--- config.mk ---
export PLATFORM = sky130hd
export DESIGN_NAME = address_allowlist_rssi_filter_unit
export DESIGN_NICKNAME = d
export VERILOG_FILES = /design/src/rtl/aarf_pkg.sv /design/src/rtl/address_allowlist_rssi_filter_unit.sv /design/src/rtl/aarf_ctrl.sv /design/src/rtl/aarf_dp.sv
export SDC_FILE = /design/constraint.sdc
export NUM_CORES = 1
export LEC_CHECK = 0
export BUFFER_PORTS_ARGS = -buffer_cell sky130_fd_sc_hd__buf_2
export CORE_UTILIZATION = 45
export CTS_BUF_LIST = sky130_fd_sc_hd__clkbuf_8
export CTS_CLUSTER_DIAMETER = 100
export DETAILED_ROUTE_END_ITERATION = 10
export GPL_TIMING_DRIVEN = 1
export PLACE_DENSITY = 0.65
export REMOVE_ABC_BUFFERS = 1
export SETUP_SLACK_MARGIN = 0.15
export SYNTH_ARGS = -nofsm -noshare
export SYNTH_HDL_FRONTEND = slang
export SYNTH_SLANG_ARGS = --single-unit
export TNS_END_PERCENT = 5
--- constraint.sdc ---
create_clock -name clk -period 6.7 [get_ports clk]
set_input_delay 1.005 -clock clk [delete_from_list [all_inputs] [get_ports clk]]
set_output_delay 1.005 -clock clk [all_outputs]
set_load 0.02 [all_outputs]
--- src/rtl/aarf_pkg.sv ---
// ----------------------------------------------------------------------------
// aarf_pkg: shared definitions for the address allowlist filter
// Action codes, field widths, reset constants and controller/datapath links.
// ----------------------------------------------------------------------------
package aarf_pkg;

  localparam int ADDR_W              = 48;
  localparam int RSSI_W              = 8;
  localparam int COUNT_OUT_W         = 4;
  localparam int TABLE_DEPTH_DEFAULT = 8;

  localparam logic signed [RSSI_W-1:0] RSSI_THRESHOLD_RESET = -8'sd80;

  typedef enum logic [1:0] {
    ACT_ADD    = 2'd0,
    ACT_REMOVE = 2'd1,
    ACT_CLEAR  = 2'd2,
    ACT_ADVERT = 2'd3
  } action_t;

  // Commands from the controller to the datapath
  typedef struct packed {
    logic load;        // capture input transaction, restart the scan
    logic rd;          // read the entry under the scan pointer
    logic eval;        // compare read entry, compact on remove
    logic shift_init;  // point at entry 1 for the drop-oldest pass
    logic shift_rd;    // read entry for the drop-oldest pass
    logic shift_wr;    // move read entry one slot down
    logic append;      // write the new address at the tail
    logic finish;      // commit state, load the result register
  } aarf_cmd_t;

  // Status from the datapath to the controller
  typedef struct packed {
    action_t act;
    logic    scan_done;
    logic    found;
    logic    full;
    logic    shift_done;
    logic    out_free;
  } aarf_stat_t;

endpackage

--- src/rtl/address_allowlist_rssi_filter_unit.sv ---
// ----------------------------------------------------------------------------
// address_allowlist_rssi_filter_unit: address accept list with presence check
// Ordered list of device addresses with add, remove, clear and advert check.
// ----------------------------------------------------------------------------
// Usage:
//   Input channel (in_valid / in_stall, action, address, rssi) carries one
//   transaction per item; it is taken on a clock edge with in_valid high and
//   in_stall low. Output channel (out_valid / out_stall, ok, entry_count,
//   newest_address, present) returns exactly one result per transaction.
//   cfg_valid / cfg_ready writes rssi_threshold (cfg_ready is always high);
//   write it only while no transaction is in flight.
// Timing:
//   One transaction at a time. The sequencer scans the list one entry at a
//   time through the entry memory, reading each entry and then evaluating
//   it; an add of an unlisted address to a full list runs the drop-oldest
//   shift before the append. Clear skips the scan.
// Reset:
//   rst (synchronous) empties the list, clears the presence flag, drops any
//   pending result and restores the threshold to -80 dBm.
// Stall:
//   A finished result waits in the output register while out_stall is high;
//   the next transaction is accepted and processed meanwhile, and holds in
//   its final step until the output register frees up.
// ----------------------------------------------------------------------------
module address_allowlist_rssi_filter_unit #(
  parameter int TABLE_DEPTH = aarf_pkg::TABLE_DEPTH_DEFAULT
) (
  input  logic                               clk,
  input  logic                               rst,
  input  logic                               in_valid,
  output logic                               in_stall,
  input  logic [1:0]                         action,
  input  logic [aarf_pkg::ADDR_W-1:0]        address,
  input  logic signed [aarf_pkg::RSSI_W-1:0] rssi,
  output logic                               out_valid,
  input  logic                               out_stall,
  output logic                               ok,
  output logic [aarf_pkg::COUNT_OUT_W-1:0]   entry_count,
  output logic [aarf_pkg::ADDR_W-1:0]        newest_address,
  output logic                               present,
  input  logic                               cfg_valid,
  output logic                               cfg_ready,
  input  logic signed [aarf_pkg::RSSI_W-1:0] cfg_data
);
  import aarf_pkg::*;

  aarf_cmd_t  cmd;
  aarf_stat_t stat;

  // Threshold writes are always taken
  assign cfg_ready = 1'b1;

  // Sequencer: advance each transaction through its steps
  aarf_ctrl u_ctrl (
    .clk      (clk),
    .rst      (rst),
    .in_valid (in_valid),
    .in_stall (in_stall),
    .stat     (stat),
    .cmd      (cmd)
  );

  // Entry memory, pointers, flags and result register
  aarf_dp #(
    .TABLE_DEPTH (TABLE_DEPTH)
  ) u_dp (
    .clk            (clk),
    .rst            (rst),
    .action         (action),
    .address        (address),
    .rssi           (rssi),
    .cfg_valid      (cfg_valid),
    .cfg_data       (cfg_data),
    .out_stall      (out_stall),
    .out_valid      (out_valid),
    .ok             (ok),
    .entry_count    (entry_count),
    .newest_address (newest_address),
    .present        (present),
    .cmd            (cmd),
    .stat           (stat)
  );

endmodule

--- src/rtl/aarf_ctrl.sv ---
// ----------------------------------------------------------------------------
// aarf_ctrl: sequencer for the address allowlist filter
// Steps each transaction through scan, drop-oldest shift, append and result.
// ----------------------------------------------------------------------------
module aarf_ctrl (
  input  logic              clk,
  input  logic              rst,
  input  logic              in_valid,
  output logic              in_stall,
  input  aarf_pkg::aarf_stat_t stat,
  output aarf_pkg::aarf_cmd_t  cmd
);
  import aarf_pkg::*;

  typedef enum logic [6:0] {
    ST_IDLE   = 7'b0000001,
    ST_SCAN   = 7'b0000010,
    ST_EVAL   = 7'b0000100,
    ST_SHIFT  = 7'b0001000,
    ST_SHWR   = 7'b0010000,
    ST_APPEND = 7'b0100000,
    ST_FIN    = 7'b1000000
  } state_t;

  state_t state, state_next;

  always_ff @(posedge clk) begin
    if (rst) begin
      state <= ST_IDLE;
    end else begin
      state <= state_next;
    end
  end

  assign in_stall = (state != ST_IDLE);

  always_comb begin
    state_next = state;
    cmd        = '0;
    case (state)
      ST_IDLE: begin
        if (in_valid) begin
          cmd.load   = 1'b1;
          state_next = ST_SCAN;
        end
      end
      ST_SCAN: begin
        if (stat.scan_done) begin
          if (stat.act == ACT_ADD && !stat.found) begin
            if (stat.full) begin
              cmd.shift_init = 1'b1;
              state_next     = ST_SHIFT;
            end else begin
              state_next = ST_APPEND;
            end
          end else begin
            state_next = ST_FIN;
          end
        end else begin
          cmd.rd     = 1'b1;
          state_next = ST_EVAL;
        end
      end
      ST_EVAL: begin
        cmd.eval   = 1'b1;
        state_next = ST_SCAN;
      end
      ST_SHIFT: begin
        if (stat.shift_done) begin
          state_next = ST_APPEND;
        end else begin
          cmd.shift_rd = 1'b1;
          state_next   = ST_SHWR;
        end
      end
      ST_SHWR: begin
        cmd.shift_wr = 1'b1;
        state_next   = ST_SHIFT;
      end
      ST_APPEND: begin
        cmd.append = 1'b1;
        state_next = ST_FIN;
      end
      ST_FIN: begin
        if (stat.out_free) begin
          cmd.finish = 1'b1;
          state_next = ST_IDLE;
        end
      end
      default: begin
        state_next = ST_IDLE;
      end
    endcase
  end

endmodule

--- src/rtl/aarf_dp.sv ---
// ----------------------------------------------------------------------------
// aarf_dp: datapath for the address allowlist filter
// Entry memory, scan and write pointers, threshold, flags and result register.
// ----------------------------------------------------------------------------
module aarf_dp #(
  parameter int TABLE_DEPTH = aarf_pkg::TABLE_DEPTH_DEFAULT
) (
  input  logic                              clk,
  input  logic                              rst,
  input  logic [1:0]                        action,
  input  logic [aarf_pkg::ADDR_W-1:0]       address,
  input  logic signed [aarf_pkg::RSSI_W-1:0] rssi,
  input  logic                              cfg_valid,
  input  logic signed [aarf_pkg::RSSI_W-1:0] cfg_data,
  input  logic                              out_stall,
  output logic                              out_valid,
  output logic                              ok,
  output logic [aarf_pkg::COUNT_OUT_W-1:0]  entry_count,
  output logic [aarf_pkg::ADDR_W-1:0]       newest_address,
  output logic                              present,
  input  aarf_pkg::aarf_cmd_t               cmd,
  output aarf_pkg::aarf_stat_t              stat
);
  import aarf_pkg::*;

  localparam int CW = $clog2(TABLE_DEPTH + 1);
  localparam int AW = (TABLE_DEPTH > 1) ? $clog2(TABLE_DEPTH) : 1;
  localparam logic [CW-1:0] DEPTH_C = CW'(TABLE_DEPTH);
  localparam logic [CW-1:0] LAST_C  = CW'(TABLE_DEPTH - 1);

  logic [ADDR_W-1:0] mem [TABLE_DEPTH];
  logic [ADDR_W-1:0] rd_data;

  action_t                  act;
  logic [ADDR_W-1:0]        addr_r;
  logic signed [RSSI_W-1:0] rssi_r;
  logic signed [RSSI_W-1:0] thr;
  logic [CW-1:0]            count;
  logic [CW-1:0]            idx;
  logic [CW-1:0]            widx;
  logic                     found;
  logic                     flag;
  logic [ADDR_W-1:0]        newest;

  logic [CW-1:0]            idx_m1;
  logic [CW-1:0]            app_ptr;
  logic                     hit;
  logic                     we;
  logic [AW-1:0]            waddr;
  logic [ADDR_W-1:0]        wdata;
  logic                     ok_next;
  logic [CW-1:0]            count_next;
  logic [ADDR_W-1:0]        newest_next;
  logic                     flag_next;
  logic [CW+COUNT_OUT_W-1:0] count_ext;

  assign idx_m1  = idx - CW'(1);
  assign app_ptr = (count == DEPTH_C) ? LAST_C : count;
  assign hit     = (rd_data == addr_r);

  // Single write port: compaction, drop-oldest shift or tail append
  always_comb begin
    we    = 1'b0;
    waddr = widx[AW-1:0];
    wdata = rd_data;
    if (cmd.eval && act == ACT_REMOVE && !hit) begin
      we = 1'b1;
    end else if (cmd.shift_wr) begin
      we    = 1'b1;
      waddr = idx_m1[AW-1:0];
    end else if (cmd.append) begin
      we    = 1'b1;
      waddr = app_ptr[AW-1:0];
      wdata = addr_r;
    end
  end

  always_ff @(posedge clk) begin
    if (we) begin
      mem[waddr] <= wdata;
    end
    if (cmd.rd || cmd.shift_rd) begin
      rd_data <= mem[idx[AW-1:0]];
    end
  end

  // Threshold register
  always_ff @(posedge clk) begin
    if (rst) begin
      thr <= RSSI_THRESHOLD_RESET;
    end else if (cfg_valid) begin
      thr <= cfg_data;
    end
  end

  // Transaction capture, scan and shift pointers
  always_ff @(posedge clk) begin
    if (cmd.load) begin
      act    <= action_t'(action);
      addr_r <= address;
      rssi_r <= rssi;
    end
  end

  always_ff @(posedge clk) begin
    if (rst) begin
      idx   <= '0;
      widx  <= '0;
      found <= 1'b0;
    end else if (cmd.load) begin
      idx   <= '0;
      widx  <= '0;
      found <= 1'b0;
    end else if (cmd.eval) begin
      idx <= idx + CW'(1);
      if (hit) begin
        found <= 1'b1;
      end else begin
        widx <= widx + CW'(1);
      end
    end else if (cmd.shift_init) begin
      idx <= CW'(1);
    end else if (cmd.shift_wr) begin
      idx <= idx + CW'(1);
    end
  end

  // Result of the transaction
  always_comb begin
    ok_next     = 1'b0;
    count_next  = count;
    newest_next = newest;
    flag_next   = flag;
    case (act)
      ACT_ADD: begin
        ok_next = !found;
      end
      ACT_REMOVE: begin
        ok_next    = found;
        count_next = widx;
      end
      ACT_CLEAR: begin
        ok_next     = 1'b1;
        count_next  = '0;
        newest_next = '0;
      end
      ACT_ADVERT: begin
        ok_next = found && (rssi_r >= thr);
        if (ok_next) begin
          flag_next = 1'b1;
        end
      end
      default: begin
        ok_next = 1'b0;
      end
    endcase
  end

  // List state: count, newest entry, sticky presence
  always_ff @(posedge clk) begin
    if (rst) begin
      count  <= '0;
      flag   <= 1'b0;
      newest <= '0;
    end else begin
      if (cmd.load && action_t'(action) == ACT_REMOVE) begin
        newest <= '0;
      end else if (cmd.eval && act == ACT_REMOVE && !hit) begin
        newest <= rd_data;
      end else if (cmd.append) begin
        newest <= addr_r;
        count  <= app_ptr + CW'(1);
      end else if (cmd.finish) begin
        count  <= count_next;
        newest <= newest_next;
        flag   <= flag_next;
      end
    end
  end

  assign count_ext = {{COUNT_OUT_W{1'b0}}, count_next};

  // Result register
  always_ff @(posedge clk) begin
    if (rst) begin
      out_valid <= 1'b0;
    end else if (cmd.finish) begin
      out_valid <= 1'b1;
    end else if (!out_stall) begin
      out_valid <= 1'b0;
    end
  end

  always_ff @(posedge clk) begin
    if (cmd.finish) begin
      ok             <= ok_next;
      entry_count    <= count_ext[COUNT_OUT_W-1:0];
      newest_address <= newest_next;
      present        <= flag_next;
    end
  end

  assign stat.act        = act;
  assign stat.scan_done  = (idx == count) || (act == ACT_CLEAR);
  assign stat.found      = found;
  assign stat.full       = (count == DEPTH_C);
  assign stat.shift_done = (idx == DEPTH_C);
  assign stat.out_free   = !out_valid || !out_stall;

endmodule

# Word level (Yosys, flattened, before mapping)
# Memory sizes are Yosys's and may differ from the RTL's. A register that Yosys moved wholly into a read port is not among the register bits.
# Index checks and enable logic that the tools add are counted.
[totals] n_memories=1 ramBits=384 out_inout_bits=57 regBits=190 word_cells=117 input_bits=71
[classes] n_reduce_logical=23 order_cmp=1 bitwise=4 eq_ne=19 muxes=49 n_addsub=4
[mem_list] name="u_dp.mem" words=8 word_bits=48 read_ports=1 rd_clocked_by_memory_dff=1 write_ports=1 line_no="aarf_dp.sv:31" text="logic [ADDR_W-1:0] mem [TABLE_DEPTH];"
[ops] op="$mux W48" n=7
[ops] op="$pmux W7 S7" n=1
[ops] op="$eq A48 B48 Y1" n=1
[ops] op="$mux W7" n=4
[ops] op="$mux W1" n=24
[ops] op="$mux W4" n=6
[ops] op="$add A4 B1 Y4 const B" n=3
[ops] op="$mux W6" n=2
[ops] op="$mux W3" n=3
[ops] op="$eq A4 B4 Y1 const B" n=2
[ops] op="$ge A8 B8 Y1" n=1
[ops] op="$pmux W4 S2" n=1
[ops] op="$eq A7 B1 Y1 const B" n=1
[ops] op="$eq A7 B2 Y1 const B" n=1
[ops] op="$eq A7 B3 Y1 const B" n=1
[ops] op="$eq A7 B4 Y1 const B" n=1
[ops] op="$eq A7 B5 Y1 const B" n=1
[ops] op="$eq A7 B6 Y1 const B" n=1
[ops] op="$eq A7 B7 Y1 const B" n=1
[ops] op="$ne A7 B1 Y1 const B" n=1
[ops] op="$reduce_and A2 Y1" n=3
[ops] op="$reduce_bool A3 Y1" n=2
[ops] op="$logic_and A1 B1 Y1" n=5
[ops] op="$eq A2 B1 Y1 const B" n=2
[ops] op="14 further kinds" n=25

# Logic depth before layout (Yosys ltp)
[logic_depth] ltp_word=7 ltp_mapped=9 depth_no_buf=8

# By module
# A second synthesis with hierarchy kept.
[unflattened] hier_cells=1391 area_unflattened_um2=24848.8
[modules_own_cells] mod="aarf_dp" seq_area_each_um2=17757.0 n_inst=1 area_per_inst_um2=24369.6 cells_each=1327
[modules_own_cells] mod="aarf_ctrl" seq_area_each_um2=140.1 n_inst=1 area_per_inst_um2=467.9 cells_each=62
[modules_own_cells] mod="address_allowlist_rssi_filter_unit" seq_area_each_um2=0.0 n_inst=1 area_per_inst_um2=11.3 cells_each=2

# Worst setup path after synthesis
# Ideal clock, no wire load.
[synth_timing] path_type="register to register" start="register u_dp.idx[1]" end="memory u_dp.mem[2][0], enable pin" n_path_buf=3 setup_slack_ps=2070 arrival_ps=4176 setup_time_ps=454 stages_incl_launch_ff=10 synth_period_minus_slack_ps=4630 required_ps=6246 path_cell_list="dfxtp_1 -> clkbuf_1 -> clkbuf_1 -> clkbuf_1 -> inv_1 -> ha_1 -> xor2_1 -> o221a_2 -> o21bai_1 -> nor2_1"
[synth_via] elab_chain_cells=3
[synth_rtl] item="start: declaration" line_no="aarf_dp.sv:39" text="logic [CW-1:0] idx;"
[synth_rtl] item="start signal: assignment" line_no="aarf_dp.sv:115" text="idx <= idx + CW'(1);"
[synth_rtl] item="start signal: assignment" line_no="aarf_dp.sv:124" text="idx <= idx + CW'(1);"
[synth_rtl] item="$sub A3 B1 Y3" line_no="aarf_dp.sv:57" text="assign idx_m1 = idx - CW'(1);"
[synth_rtl] item="$mux W3" line_no="aarf_dp.sv:68" text="end else if (cmd.shift_wr) begin"
[synth_rtl] item="$mux W3" line_no="aarf_dp.sv:66" text="if (cmd.eval && act == ACT_REMOVE && !hit) begin"
[synth_rtl] item="end: declaration" line_no="aarf_dp.sv:31"
# Every way passes these cells.

# Worst setup path after layout
[layout_timing] start="register u_ctrl.state[0]" end="memory u_dp.mem[1][11], enable pin"
[layout_via] elab_chain_cells=7 elab_cells_between_ends=16 classes_between="eq/ne: 3; mux: 11; reduce/logical: 2"
[layout_rtl] item="start: declaration" line_no="aarf_ctrl.sv:25" text="state_t state, state_next;"
[layout_rtl] item="start signal: assignment" line_no="aarf_ctrl.sv:31" text="state <= state_next;"
[layout_rtl] item="$eq A7 B6 Y1 or $eq A7 B3 Y1 (tied branches)" line_no="aarf_ctrl.sv:40" text="case (state)"
[layout_rtl] item="$mux W1" line_no="aarf_ctrl.sv:40"
[layout_rtl] item="$mux W1 or $logic_and A1 B1 Y1 (tied branches)" line_no="aarf_dp.sv:71, aarf_dp.sv:66"
[layout_rtl] item="$mux W1 or $logic_and A1 B1 Y1 (tied branches)" line_no="aarf_dp.sv:68, aarf_dp.sv:66"
[layout_rtl] item="$mux W1" line_no="aarf_dp.sv:66"
[layout_rtl] item="$mux W1" line_no="aarf_dp.sv:79" text="if (we) begin"
[layout_rtl] item="$mux W1 (not written as such)" line_no="aarf_dp.sv:80" text="mem[waddr] <= wdata;"
# Parallel ways exist; a longest one is shown, timed or not.

==> summary.md <==
| Metric | Value |
|---|---|
| Status | `finished, final reports clean` |
| Gr usage total | `19.2%` |
| FP Rows | `85` |
| Antenna violations before repair | `0` |
| Final worst hold slack | `0.470 ns` |
| Synth Warn # | `0` |
| WP data required | `7.02 ns` |
| CP bufs+invs | `1` |
| R2R Setup Slk | `2.44 ns` |
| Synthesized area | `24,400 µm²` |
| DRC | `0` |
| Final Hold Violating Endpoints | `0` |
| Worst reg2reg path depth | `7` |
| Htree depth | `3` |
| Slew Limit Fails | `0` |
| RD Place Congestion | `0.794` |
| First-pass GRT wire length | `79.2 mm` |
| Pwr Total | `7.45 mW` |
| Layout fillers | `4,293` |
| # Post-CTS Setup Buffers | `0` |
| IO Port Bufs | `126` |
| CP max stage cell | `nor2_4` |
| Family with the most delay on the worst path | `simple AND/OR/NAND/NOR gates` |
| Hold_buf cts | `0` |
| Top FF cell, synth | `edfxtp_1` |
| CTS buffer count | `100` |
| Ant. Diodes | `0` |
| MaxCap Viol Count | `0` |
| Gr ovfl total | `0` |
| Clock Latency Late Sink | `0.68 ns` |
| Mapped Cells | `1,414` |
| Crit. End Element | `flop` |
| Largest net degree at the start of global routing | `71` |
| Critical Path AT | `4.58 ns` |
| Fin crit share | `63.5%` |
| Clock Skew | `0.0373 ns` |
| Count leader, synth | `edfxtp_1` |
| Seq/Total Area, Yosys | `73.2%` |
| Max incr delay on CP | `0.95 ns` |
| Largest cells by area after synthesis | `edfxtp_1, mux4_2, dfxtp_1, nand2_1, mux2_2` |
| Worst Tran Pin Value | `1.21 ns` |
| LEAKAGE | `9.42 nW` |
| I/O pin count | `128` |
| Die Wd | `235 µm` |
| Vias | `12,962` |
| FF+latch count, synth | `622` |
| Synth cell count leaders | `edfxtp_1, nand2_1, mux4_2` |
| Critical path class | `flop to flop` |
| Die ar. | `55,200 µm²` |
| Final nets | `1,677` |
| Fmax | `0.235 GHz` |
| Area Growth Syn to Fin | `13.7%` |
| Crit Path Max Fanout | `27` |
| Die Ht | `235 µm` |
| Final min period | `4.26 ns` |
| Ys async rst share | `0%` |
| Drt total wl | `52.3 mm` |
| Synth unique cells | `55` |
| Worst hold path class | `flop to flop` |
| Number of global-route vias before repair | `13,223` |
| Crit-path cells | `nor4_2, nand3_4, or3_1, o221a_2, o21bai_1, nor2_4, buf_4` |
| Clk root buf | `clkbuf_8` |
| Levels on crit path | `7` |
| Detailed placement HPWL | `29.8 mm` |
| CTS tree | `yes` |
| Starting density of the core | `45.5%` |
| WHS Path Cells | `2` |
| Worst Setup Start Kind | `flop` |
| 1st-iter DRT viols | `930` |
| Share of layout cells above drive strength 1 | `26.7%` |
| Pwr per Cell Area | `268 nW/µm²` |
| EDFF count, synth | `544` |
| Antenna-violating nets left | `0` |
| Post-synth top area cell | `edfxtp_1` |
| Worst slew margin | `18.3%` |
| Peak supply drop | `143 µV` |
| Via density | `5.47` |
| Max Buffers Root-to-Sink | `3` |
| Reg clk slew, reported paths | `0.06 ns` |
| Endpoints failing setup | `0` |
| Area of the core | `53,700 µm²` |
| Drt pass-1 iters | `5` |
| Top cell type's share of synthesized area | `66.8%` |
| TNS Setup | `0 ns` |
| RSZ-0062 raised after global routing | `no` |
| Post_cts resized | `0` |
| Post-DR wirelength/cell | `22.1 µm` |
| Avg Cell Area, Syn | `17.3 µm²` |
| Clk sinks | `622` |
==> logic make-up after synthesis <==
logic type	Yosys count	synth area share [%]
AND/OR/NAND/NOR	364	7.34
multiplexers	151	11.3
other	1	0.0153
adder cells (fa/ha/maj)	17	0.870
buffers and inverters	97	1.64
XOR/XNOR	57	2.04
AO/OA/AOI/OAI	105	3.51
flip-flops	622	73.2
==> cells in the final DEF, fill, tap and decap left out, types with 8 or more instances in the layout <==
cell type	n
buf_2	126
nand2_1	171
mux2_2	48
ha_1	16
a221o_1	48
inv_1	60
nor2_4	8
dfxtp_1	75
xnor2_1	54
clkbuf_8	108
nor2_1	24
o21ai_0	14
and3_1	49
edfxtp_1	544
clkinv_2	15
clkinv_1	22
nand3_1	11
mux4_2	96
nor2b_1	49
nand4_1	14
a21oi_1	15
buf_4	18
==> registers in the layout, summed over array words and instances, names as in the netlist <==
name	flops
u_ctrl.state	7
u_dp.act	2
u_dp.addr_r	48
u_dp.count	4
u_dp.entry_count	4
u_dp.flag	1
u_dp.found	1
u_dp.idx	4
u_dp.mem	384
u_dp.newest	48
u_dp.newest_address	48
u_dp.ok	1
u_dp.out_valid	1
u_dp.present	1
u_dp.rd_data	48
u_dp.rssi_r	8
u_dp.thr	8
u_dp.widx	4
==> layout make-up <==
cell class	instances	area (µm²)	share of cell area (%)
sequential	622	17900	64.4
multi-input combinational	695	6260	22.5
clock buffer	108	1490	5.35
tap	696	871	3.13
timing repair buffer	144	766	2.76
clock inverter	79	405	1.46
inverter	26	97.6	0.351
==> worst min-delay path, cell delays in order (launching register included) <==
cell	delay, ns
dfxtp_1	0.32
a31oi_1	0.04
nor2_1	0.07
==> metrics by stage <==
step	setup WS, ns	cells	utilization [%]	instance area [µm²]
global placement	2.51	2183	48.2	25900
detailed placement	2.40	2183	48.2	25900
global route	2.19	2370	51.7	27800
finish	2.44	2370	51.7	27800
floorplan	-1.11	1343	-	24100
CTS	2.37	2370	51.7	27800
==> path summary, 6_finish.rpt <==
check	endpoint	start
max	u_dp.mem[1][11]	u_ctrl.state[0]
min reg2reg	u_dp.flag	u_dp.flag
max reg2reg	u_dp.mem[1][11]	u_ctrl.state[0]
min	u_dp.flag	u_dp.flag
==> report_power, final <==
part	switching [mW]	internal [mW]
Combinational	0.108	0.0546
Clock	1.48	1.57
Sequential	0.0286	4.21
Total	1.62	5.83
==> metal layers <==
metal | vias up | track usage [%] | share of wire (%)
met5 | - | 0 | 0
met4 | 0 | 6.58 | 2.5
met3 | 101 | 3.84 | 5.5
met2 | 391 | 30.7 | 47
met1 | 6596 | 26.2 | 45
li1 | 5874 | - | -
Note: power is estimated with default switching activity, not from simulation.
